**src/rtl/nmp_fifo.sv**
```systemverilog
// small op queue between front end and pooling back end
`timescale 1ns / 1ps
module nmp_fifo #(
  parameter int DATA_W = 64,
  parameter int DEPTH  = 4
) (
  input  logic              clk,
  input  logic              rst_n,
  input  logic              push,
  input  logic [DATA_W-1:0] wr_data,
  input  logic              pop,
  output logic [DATA_W-1:0] rd_data,
  output logic              full,
  output logic              empty
);

  localparam int PW = $clog2(DEPTH);
  localparam int NW = $clog2(DEPTH + 1);

  logic [DATA_W-1:0] slot_r [DEPTH];
  logic [PW-1:0]     wr_ptr_r, wr_ptr_nxt, rd_ptr_r, rd_ptr_nxt;
  logic [NW-1:0]     count_r, count_nxt;
  logic              do_push, do_pop;

  assign full    = (count_r == NW'(DEPTH));
  assign empty   = (count_r == '0);
  assign do_push = push && !full;
  assign do_pop  = pop && !empty;
  assign rd_data = slot_r[rd_ptr_r];

  always_comb begin
    wr_ptr_nxt = wr_ptr_r;
    rd_ptr_nxt = rd_ptr_r;
    count_nxt  = count_r;
    if (do_push) begin
      wr_ptr_nxt = (wr_ptr_r == PW'(DEPTH - 1)) ? '0 : wr_ptr_r + PW'(1);
    end
    if (do_pop) begin
      rd_ptr_nxt = (rd_ptr_r == PW'(DEPTH - 1)) ? '0 : rd_ptr_r + PW'(1);
    end
    if (do_push && !do_pop) begin
      count_nxt = count_r + NW'(1);
    end else if (do_pop && !do_push) begin
      count_nxt = count_r - NW'(1);
    end
  end

  always_ff @(posedge clk) begin
    if (!rst_n) begin
      wr_ptr_r <= '0;
      rd_ptr_r <= '0;
      count_r  <= '0;
    end else begin
      wr_ptr_r <= wr_ptr_nxt;
      rd_ptr_r <= rd_ptr_nxt;
      count_r  <= count_nxt;
    end
  end

  always_ff @(posedge clk) begin
    if (do_push) begin
      slot_r[wr_ptr_r] <= wr_data;
    end
  end

endmodule

```
**config.mk**
```make
export PLATFORM = sky130hd
export DESIGN_NAME = nmp_fifo
export DESIGN_NICKNAME = d
export VERILOG_FILES = /design/src/rtl/nmp_fifo.sv
export SDC_FILE = /design/constraint.sdc
export NUM_CORES = 1
export LEC_CHECK = 0
export ABC_AREA = 1
export BUFFER_PORTS_ARGS = -buffer_cell sky130_fd_sc_hd__buf_2
export CAP_MARGIN = 10
export CORE_ASPECT_RATIO = 1.1
export CORE_MARGIN = 2
export CORE_UTILIZATION = 57
export CTS_CLUSTER_SIZE = 14
export DETAILED_ROUTE_END_ITERATION = 7
export PLACE_DENSITY = 0.81
export SLEW_MARGIN = 0
export SYNTH_ARGS = -nofsm -noshare
export SYNTH_HDL_FRONTEND = slang
export SYNTH_SLANG_ARGS = --single-unit
```
**constraint.sdc**
```tcl
create_clock -name clk -period 4.9 [get_ports clk]
set_input_delay 0.735 -clock clk [delete_from_list [all_inputs] [get_ports clk]]
set_output_delay 0.735 -clock clk [all_outputs]
set_load 0.02 [all_outputs]
```
==> results.md <==
- Worst Max-Slew Pin Slew: 1190 ps
- Placed insts: 1026
- CP Max Fanout: 114
- I/O Buffers: 133
- Sequential area share after synthesis: 0.787
- I/O Pins: 134
- Post-CTS sizing: 0
- Max-slew headroom: 0.206
- Crit-path leading delay family: buffers and inverters
- DP HPWL: 11000 um
- Ys async rst share: 0
- Avg Vias per Cell: 5.59
- Vias: 5997
- Final Cell Area: 11500 um^2
- Vias in the first global route: 5944
- Core Util, Final: 0.674
- Status: completed
- Met2 usage: 0.352
- Max IR drop VDD: 393 uV
- Drt drc: 0
- Layout cell share with drive strength beyond 1: 0.218
- # setup viols final: 0
- CTS sink cnt: 265
- Hold Path Class: input pin to register
- Initial Util: 0.585
- Post-synth cell types: 21
- Antenna Nets Post-Route: 0
- Total power: 6.46 mW
- Clock latency on the worst-skew pair: 510 ps
- Post-synth top area cell: edfxtp_1
- Synth Area in XOR/XNOR: 0
- WP buf/inv: 2
- GRT busiest layer: met2
- Setup crit end kind: primary output
- Synth Area in Adders: 0.00952
- Total track usage: 0.211
- Most common cell in the netlist: edfxtp_1
- Final WL: 19800 um
- Non-filler cells, final: 1073
- Simple-gate share of the synthesized area: 0.0620
- Max Slew Vio Count: 0
- Die Wd: 130 um
- Synth cell count leaders: edfxtp_1 (256), nor2_1 (145), o21ai_0 (74)
- CP max stage cell: buf_4
- Post-CTS setup buffer count: 0
- Largest net degree at the start of global routing: 115
- Yosys reg bits: 265
- Drt pass-1 iters: 5
- Top_reg_cell synth: edfxtp_1
- Fin. Hold Viols: 0
- Die H: 143 um
- H-Tree Depth: 1
- Mapped Area: 9990 um^2
- CTS Hold Bufs: 0
- Startpoint types: register
- Final GP Congestion: 0.732
- Max Cap Viol: 0
- Syn Nets: 766
- Crit-path max cell delay: 810 ps
- Period utilization: 0.684
- Die ar.: 18600 um^2
- Synth Instances: 691
- Minimum clock period after layout: 3350 ps
- Post-synth EDFFs: 256
- Clk root buf: clkbuf_16
- Power per cell area: 561 nW/um^2
- Setup TNS: 0 ps
- Clock Skews: 16.6 ps
- Synth Area per Inst: 14.5 um^2
- Max Clock Freq: 298 MHz
- Crit Path Class: register to primary output
- Overflow after GRT: 0
- Met3 Use GR: 0.0378
- Worst path arrival time: 2620 ps
- Cts bufs inserted: 25
- Placed inst area: 10800 um^2
- Met1 Use GR: 0.284
- Largest family of logic cells by synthesized area: compound AO/OA/AOI/OAI gates
- Core Area: 17100 um^2
- Leak Pwr: 4.07 nW
- CTS max path bufs: 3
- CTS tree: yes
- Crit-path cells: buf_4, o21ai_0, o22ai_1, buf_2
- First-pass GRT wire length: 30100 um
- FP Rows: 50
- Compound-cell area share of the yosys netlist: 0.106
- Area Overhead vs Synth: 15.3%
- Initial DRC Count: 519
- Final nets: 894
- Synth warn: 0
- Post-synthesis mux area share: 0
- Required time of the critical path: 4160 ps
- DR WL/cell: 18.5 um
- Initial antenna violation count: 2
- RSZ-0062 raised after global routing: no
- Synth top area share: 0.769
- Top post-synthesis cells by area: edfxtp_1 (77%), nor2_1 (5.4%), o22ai_1 (4.0%)
- Clock-pin slew on the worst setup and hold paths: 60 ps
[power by group]
part,internal (mW),switching [mW]
Combinational,0.542,1.34
Clock,0.983,0.756
Sequential,2.77,0.0777
Total,4.29,2.17
[cells by family (layout without fill, tap and decap cells)]
group,Yosys count,in the layout
DFF,265,265
AOI/OAI and AO/OA,196,196
and+or+nand+nor,163,163
buffers and inverters,60,205
adders and majority gates,7,7
other,0,3
[metrics by stage]
step | hold slack (ps) | setup slack (ps)
floorplan | 480 | 859
global placement | 492 | 2140
detailed placement | 510 | 2110
CTS | 425 | 1570
global route | 426 | 1370
finish | 435 | 1550
[state kept, by name (all words and copies together), names as in the netlist, named ones only]
signal,flops
wr_ptr_r,2
rd_ptr_r,2
count_r,3
slot_r,256
[placed cells by master (no fill, tap or decap), types with 6 or more instances in the layout]
cell	netlist	routed
nand2_1	15	15
edfxtp_1	256	256
clkbuf_16	0	25
inv_1	17	17
o21ai_1	56	56
buf_2	1	133
ha_1	6	6
o21ai_0	74	74
buf_4	6	9
dfxtp_1	9	7
o22ai_1	64	64
clkinv_1	1	7
nor2_1	145	141
[path summary, 6_finish.rpt]
check | start | to | slack (ps) | cells past startpoint
min | wr_data[37] | slot_r[0][37] | 440 | 1
min reg2reg | count_r[0] | count_r[0] | 510 | 2
max reg2reg | count_r[1] | slot_r[3][22] | 2390 | 5
max | register | rd_data[0] | 1550 | 4
[metal layers]
layer	routed length, um	vias to the layer above
li1	-	2840
met1	8200	2910
met2	9940	203
met3	1230	44
met4	464	0
met5	0	-
[layout make-up]
cell class,count,area (um^2)
Tap cell,234,293
Sequential cell,265,7870
Timing Repair Buffer,142,733
Multi-Input combinational cell,366,1810
Clock buffer,30,644
Fill cell,1142,5560
Antenna cell,3,7.51
Clock inverter,14,88.8
Inverter,19,73.8
No activity file was read; power rests on OpenSTA's default activity.
