--- src/rtl/nmp_pkg.sv ---
// shared types and constants of the nv21 max-pool yuv packer
`timescale 1ns / 1ps
package nmp_pkg;

  localparam int PIX_W  = 8;
  localparam int POS_W  = 9;
  localparam int SIZE_W = 10;

  localparam logic [SIZE_W-1:0] OUT_WIDTH_RST  = 10'd320;
  localparam logic [SIZE_W-1:0] OUT_HEIGHT_RST = 10'd240;

  // register select taken from paddr bit 2
  localparam logic REG_OUT_WIDTH  = 1'b0;
  localparam logic REG_OUT_HEIGHT = 1'b1;

  typedef enum logic [1:0] {
    OP_LUMA_SET,
    OP_LUMA_MAX,
    OP_EMIT
  } nmp_kind_t;

  typedef struct packed {
    nmp_kind_t        kind;
    logic [PIX_W-1:0] data_byte;
    logic [PIX_W-1:0] chroma_v;
    logic [POS_W-1:0] col;
    logic [POS_W-1:0] row;
    logic             frame_end;
  } nmp_op_t;

endpackage

--- src/rtl/nmp_if.sv ---
// stream interfaces for the input byte channel and the pixel result channel
`timescale 1ns / 1ps
interface nmp_in_if import nmp_pkg::*; ();
  logic             valid;
  logic             ready;
  logic [PIX_W-1:0] data_byte;
  logic             frame_start;

  modport source (output valid, output data_byte, output frame_start, input ready);
  modport sink (input valid, input data_byte, input frame_start, output ready);
endinterface


--- src/rtl/nmp_front.sv ---
// front end: position counters, plane tracking, v hold and op classification
`timescale 1ns / 1ps
module nmp_front import nmp_pkg::*; #(
  parameter int MAX_OUT_WIDTH  = 512,
  parameter int MAX_OUT_HEIGHT = 512,
  parameter int AW             = 18
) (
  input  logic              clk,
  input  logic              rst_n,
  input  logic [SIZE_W-1:0] cfg_out_width,
  input  logic [SIZE_W-1:0] cfg_out_height,
  nmp_in_if.sink            in_bus,
  output logic              q_push,
  output nmp_op_t           q_op,
  output logic [AW-1:0]     q_addr,
  input  logic              q_full
);

  localparam int WV_W = $clog2(MAX_OUT_WIDTH + 1);
  localparam int HV_W = $clog2(MAX_OUT_HEIGHT + 1);
  localparam int CW   = WV_W + 1;
  localparam int RW   = HV_W + 1;

  logic [WV_W-1:0] w_eff;
  logic [HV_W-1:0] h_eff;
  logic [CW-1:0]   two_w;
  logic [RW-1:0]   two_h;

  logic [CW-1:0]    col_r, col_nxt, col0, col1;
  logic [RW-1:0]    row_r, row_nxt, row0, row1, row2;
  logic             chr_r, chr_nxt, chr0, chr2;
  logic [PIX_W-1:0] held_v_r, held_v_nxt;
  logic [CW-2:0]    pcol;
  logic [RW-1:0]    prow;
  logic             accept;

  // size clamp
  always_comb begin
    if (cfg_out_width == '0) begin
      w_eff = WV_W'(1);
    end else if (32'(cfg_out_width) > 32'(MAX_OUT_WIDTH)) begin
      w_eff = WV_W'(MAX_OUT_WIDTH);
    end else begin
      w_eff = WV_W'(cfg_out_width);
    end
    if (cfg_out_height == '0) begin
      h_eff = HV_W'(1);
    end else if (32'(cfg_out_height) > 32'(MAX_OUT_HEIGHT)) begin
      h_eff = HV_W'(MAX_OUT_HEIGHT);
    end else begin
      h_eff = HV_W'(cfg_out_height);
    end
  end

  assign two_w = {w_eff, 1'b0};
  assign two_h = {h_eff, 1'b0};

  assign in_bus.ready = !q_full;
  assign accept       = in_bus.valid && in_bus.ready;

  // position update for the beat on the bus
  always_comb begin
    col0 = in_bus.frame_start ? '0 : col_r;
    row0 = in_bus.frame_start ? '0 : row_r;
    chr0 = in_bus.frame_start ? 1'b0 : chr_r;
    if (col0 >= two_w) begin
      col1 = '0;
      row1 = row0 + RW'(1);
    end else begin
      col1 = col0;
      row1 = row0;
    end
    if (!chr0 && row1 >= two_h) begin
      row2 = '0;
      chr2 = 1'b1;
    end else if (chr0 && row1 >= RW'(h_eff)) begin
      row2 = '0;
      chr2 = 1'b0;
    end else begin
      row2 = row1;
      chr2 = chr0;
    end
    pcol = col1[CW-1:1];
    prow = chr2 ? row2 : (row2 >> 1);
  end

  always_comb begin
    q_addr = AW'(32'(prow) * MAX_OUT_WIDTH + 32'(pcol));
    q_op.kind = OP_EMIT;
    if (!chr2) begin
      q_op.kind = ((row2[0] | col1[0]) == 1'b0) ? OP_LUMA_SET : OP_LUMA_MAX;
    end
    q_op.data_byte = in_bus.data_byte;
    q_op.chroma_v  = held_v_r;
    q_op.col       = POS_W'(pcol);
    q_op.row       = POS_W'(prow);
    q_op.frame_end = (row2 == RW'(h_eff) - RW'(1)) && (col1 == two_w - CW'(1));
    q_push = accept && (!chr2 || col1[0]);
  end

  always_comb begin
    col_nxt    = col_r;
    row_nxt    = row_r;
    chr_nxt    = chr_r;
    held_v_nxt = held_v_r;
    if (accept) begin
      col_nxt = col1 + CW'(1);
      row_nxt = row2;
      chr_nxt = chr2;
      if (chr2 && !col1[0]) begin
        held_v_nxt = in_bus.data_byte;
      end
    end
  end

  always_ff @(posedge clk) begin
    if (!rst_n) begin
      col_r    <= '0;
      row_r    <= '0;
      chr_r    <= 1'b0;
      held_v_r <= '0;
    end else begin
      col_r    <= col_nxt;
      row_r    <= row_nxt;
      chr_r    <= chr_nxt;
      held_v_r <= held_v_nxt;
    end
  end

endmodule

--- src/flat_wrapper.sv ---
// flat-port wrapper written by rule: the top's interface ports become plain ports
module nmp_front_flat import nmp_pkg::*;
#(
  parameter int MAX_OUT_WIDTH  = 512,
  parameter int MAX_OUT_HEIGHT = 512,
  parameter int AW             = 18
)
  (clk, rst_n, cfg_out_width, cfg_out_height, q_push, q_op, q_addr, q_full, in_bus_valid, in_bus_data_byte, in_bus_frame_start, in_bus_ready);
  nmp_in_if in_bus_i ();
  input  logic clk;
  input  logic rst_n;
  input  logic [SIZE_W-1:0] cfg_out_width;
  input  logic [SIZE_W-1:0] cfg_out_height;
  output logic q_push;
  output nmp_op_t q_op;
  output logic [AW-1:0] q_addr;
  input  logic q_full;
  input wire logic [$bits(in_bus_i.valid)-1:0] in_bus_valid;
  input wire logic [$bits(in_bus_i.data_byte)-1:0] in_bus_data_byte;
  input wire logic [$bits(in_bus_i.frame_start)-1:0] in_bus_frame_start;
  output wire logic [$bits(in_bus_i.ready)-1:0] in_bus_ready;
  assign in_bus_i.valid = in_bus_valid;
  assign in_bus_i.data_byte = in_bus_data_byte;
  assign in_bus_i.frame_start = in_bus_frame_start;
  assign in_bus_ready = in_bus_i.ready;
  nmp_front #(.MAX_OUT_WIDTH(MAX_OUT_WIDTH), .MAX_OUT_HEIGHT(MAX_OUT_HEIGHT), .AW(AW)) u_core (.clk(clk), .rst_n(rst_n), .cfg_out_width(cfg_out_width), .cfg_out_height(cfg_out_height), .in_bus(in_bus_i), .q_push(q_push), .q_op(q_op), .q_addr(q_addr), .q_full(q_full));
endmodule
--- config.mk ---
export PLATFORM = sky130hd
export DESIGN_NAME = nmp_front_flat
export DESIGN_NICKNAME = d
export VERILOG_FILES = /design/src/rtl/nmp_pkg.sv /design/src/rtl/nmp_if.sv /design/src/rtl/nmp_front.sv /design/src/flat_wrapper.sv
export SDC_FILE = /design/constraint.sdc
export NUM_CORES = 1
export LEC_CHECK = 0
export BUFFER_PORTS_ARGS = -buffer_cell sky130_fd_sc_hd__buf_2
export CAP_MARGIN = 20
export CORE_MARGIN = 10
export CORE_UTILIZATION = 50
export DETAILED_ROUTE_END_ITERATION = 6
export PLACE_DENSITY = 0.86
export SKIP_CTS_REPAIR_TIMING = 1
export SLEW_MARGIN = 20
export SYNTH_ARGS = -nofsm -noshare
export SYNTH_HDL_FRONTEND = slang
export SYNTH_SLANG_ARGS = --single-unit
--- constraint.sdc ---
create_clock -name clk -period 9.7 [get_ports clk]
set_input_delay 1.94 -clock clk [delete_from_list [all_inputs] [get_ports clk]]
set_output_delay 1.94 -clock clk [all_outputs]
set_load 0.01 [all_outputs]
==> flow_metrics.env <==
export IMPL_outcome="finished clean"
export IMPL_finClkSkew_ns=0.00561
export IMPL_cap_viol_max_count=0
export IMPL_row_count=32
export IMPL_io_pins=90
export IMPL_syn_nets=607
export IMPL_grt_max_degree=32
export IMPL_nNetsFinal=672
export IMPL_slowest_delay_ns=0.63
export IMPL_cp_slowest_cell="or4_1"
export IMPL_crit_chain="buf_2 > or4_1 > nor3b_1 > o21a_1 > ha_1 > nor2b_1 > a311o_1 > a221oi_4 > buf_12 > buf_4 > xnor2_1 > inv_1 > ha_1 > nor3b_1 > nor2_1 > o41ai_1 > o211ai_1 > nor4_2 > buf_4 > and3b_1 > o41ai_1 > o2111ai_1 > a211oi_2 > buf_2"
export IMPL_die_w_um=109
export IMPL_die_area_mm2=0.0118
export IMPL_path_class="in2out"
export IMPL_syn_inst=539
export IMPL_worstRegToRegCells=19
export IMPL_multi_input_area_mm2=0.00298
export IMPL_r2r_start="u_core.col_r[9]"
export IMPL_routabilityCongestion=0.933
export IMPL_synth_avg_cell_area_um2=7.27
export IMPL_p_leak_uw=0.00198
export IMPL_finalSetupViolations=0
export IMPL_synth_seq_cells=31
export IMPL_die_h_um=109
export IMPL_cts_made_buffers=5
export IMPL_start_util=0.509
export IMPL_r2r_end="u_core.held_v_r[3]"
export IMPL_async_flop_share=0
export IMPL_critPathCaptureType="output port"
export IMPL_insertion_delay_ns=0.28
export IMPL_cts_tree="done"
export IMPL_ys_seq_area_frac=0.158
export IMPL_maxSlewHeadroom=0.507
export IMPL_synth_distinct_cells=62
export IMPL_root_buffer="clkbuf_8"
export IMPL_drc_errors=0
export IMPL_start_kind="input pin"
export IMPL_min_from="u_core.row_r[1]"
export IMPL_final_cells=707
export IMPL_final_hold_viol_count=0
export IMPL_clk_path_buf_depth=2
export IMPL_antenna_cells=0
export IMPL_dp_cells=697
export IMPL_dp_hpwl_um=9350
export IMPL_wire_per_inst_um=16.8
export IMPL_n_fill_cell=727
export IMPL_min_to="u_core.row_r[1]"
export IMPL_dr_total_vias=4299
export IMPL_drt_total_wl_um=11900
export IMPL_routed_via_density=6.08
export IMPL_setup_tns_ns=0
export IMPL_hold_class="reg2reg"
export IMPL_antenna_found_initial=0
export IMPL_cp_data_arrival_time_ns=7.39
export IMPL_grt_pass1_vias=4063
export IMPL_pwr_density_cell_mw_per_mm2=76.2
export IMPL_grt_total_usage=0.197
export IMPL_max_vdd_ir_drop_mv=0.101
export IMPL_ys_flop_type="dfxtp_1"
export IMPL_netlist_area_mm2=0.00392
export IMPL_synth_edf_count=0
export IMPL_period_share=0.962
export IMPL_h_tree_depth=2
export IMPL_critical_path_max_fanout=12
export IMPL_tightest_slew_ns=0.738
export IMPL_cts_reportedPaths_clkPinSlew_ns=0.06
export IMPL_final_seq_area_um2=621
export IMPL_fmax_ghz=0.107
export IMPL_reg2reg_slack_ns=4.19
export IMPL_firstDrtPassIters=5
export IMPL_ant_nets=0
export IMPL_drt_initial_drc_count=464
export IMPL_worstPathRequired_ns=7.76
export IMPL_final_max_slew_viol_count=0
export IMPL_io_buffers=89
export IMPL_syn2layout_area_growth_pct=14.8
export IMPL_fin_crit_ns=9.33
export IMPL_core_area_mm2=0.00769
export IMPL_grt_first_pass_wirelength_um=19600
export IMPL_overflow=0
export IMPL_drive_gt1_frac=0.217
export IMPL_whs_path_depth=2
export IMPL_yosys_warnings=0
export IMPL_cts_sinks=31
[cell type report]
class / count / share of cell area
Clock buffer: 6 / 0.0184
Sequential cell: 31 / 0.138
Clock inverter: 2 / 0.00780
Tap cell: 102 / 0.0284
Inverter: 20 / 0.0167
Timing Repair Buffer: 105 / 0.129
Multi-Input combinational cell: 441 / 0.662
[flip-flops by register name, summed over array words and instances, names as in the netlist]
register	count
u_core.col_r	11
u_core.row_r	11
u_core.held_v_r	8
u_core.chr_r	1
[cells by family (layout without fill, tap and decap cells)]
kind of cell,Yosys count,count (layout),synth area share
AOI/OAI and AO/OA,126,126,0.226
xor gates and xnor gates,21,21,0.0470
adders and majority gates,35,35,0.112
buffers and inverters,67,133,0.0869
DFF,31,31,0.158
muxes,14,14,0.0367
and+or+nand+nor,245,245,0.333
[metal layers]
metal	vias to the layer above	global-route usage	part of all wire
met3	22	0.0428	0.075
met5	-	0	0
met4	0	0.0518	0.019
li1	2085	-	-
met1	2006	0.253	0.43
met2	186	0.325	0.47
[worst max path at each step]
| stage | from | to | slack [ns] | cells after the start |
|---|---|---|---|---|
| finish | cfg_out_width[2] | q_op[0] | 0.37 | 24 |
| global placement | cfg_out_width[2] | q_op[0] | 0.35 | 22 |
| floorplan | in_bus_frame_start | q_addr[16] | 0.02 | 25 |
| global route | cfg_out_width[2] | q_op[0] | -0.02 | 24 |
| CTS | cfg_out_width[2] | q_op[0] | 0.17 | 23 |
| detailed placement | cfg_out_width[2] | q_op[0] | 0.17 | 23 |
[power by group]
part / internal, uW / switching, uW
sequential: 128 / 0.961
combinational: 32.4 / 49.8
clock: 83.0 / 47.9
[synth_stat cells (7+ instances only)]
library cell | count | area (um2)
inv_1 | 19 | 71.3
xnor2_1 | 15 | 131
nand2b_1 | 8 | 50.1
dfxtp_1 | 31 | 621
ha_1 | 35 | 438
buf_4 | 19 | 143
mux2i_1 | 11 | 110
a21boi_0 | 16 | 120
a21oi_1 | 21 | 105
o21ai_0 | 28 | 140
and3_1 | 14 | 87.6
nor2b_1 | 38 | 238
nor2_1 | 19 | 71.3
nor3_1 | 12 | 60.1
nand2_1 | 69 | 259
clkbuf_1 | 24 | 90.1
nand4_1 | 15 | 93.8
a31oi_1 | 8 | 50.1
nor4_1 | 8 | 50.1
or4_1 | 7 | 52.6
nand3_1 | 26 | 130
[layout by cell type (no fill, tap or decap), types with 6 or more instances in the layout]
master    instances
inv_1            19
xnor2_1          15
mux2i_1          10
dfxtp_1          31
nand4_1          15
ha_1             35
a21oi_1          20
clkbuf_8          6
a21boi_0         16
a31oi_1           8
or4_1             7
nand2_1          69
nor2b_1          38
o21ai_0          28
and2_1            6
xor2_1            6
buf_4            15
and3_1           14
buf_2            89
nand3_1          26
nor3_1           12
nor4_1            7
nor2_1           19
nand2b_1          8
[through the flow]
step	cell area, um2	worst slack [ns]	utilization	power (uW)	hold slack, ns
6_report	4490	0.370	0.585	342	0.494
5_1_grt	4490	-0.0188	0.585	359	0.524
4_1_cts	4450	0.166	0.579	342	0.495
3_5_place_dp	4340	0.174	0.564	212	0.485
3_3_place_gp	4340	0.345	0.564	209	0.474
2_1_floorplan	3920	0.0235	-	188	0.450
[critical path, delay by kind of cell]
| family | cells | cell delay, ns |
|---|---|---|
| buffers and inverters | 6 | 0.95 |
| xor gates and xnor gates | 1 | 0.14 |
| and+or+nand+nor | 7 | 1.83 |
| AOI/OAI and AO/OA | 8 | 2.03 |
| adders and majority gates | 2 | 0.48 |
(Power assumes the default switching activity.)
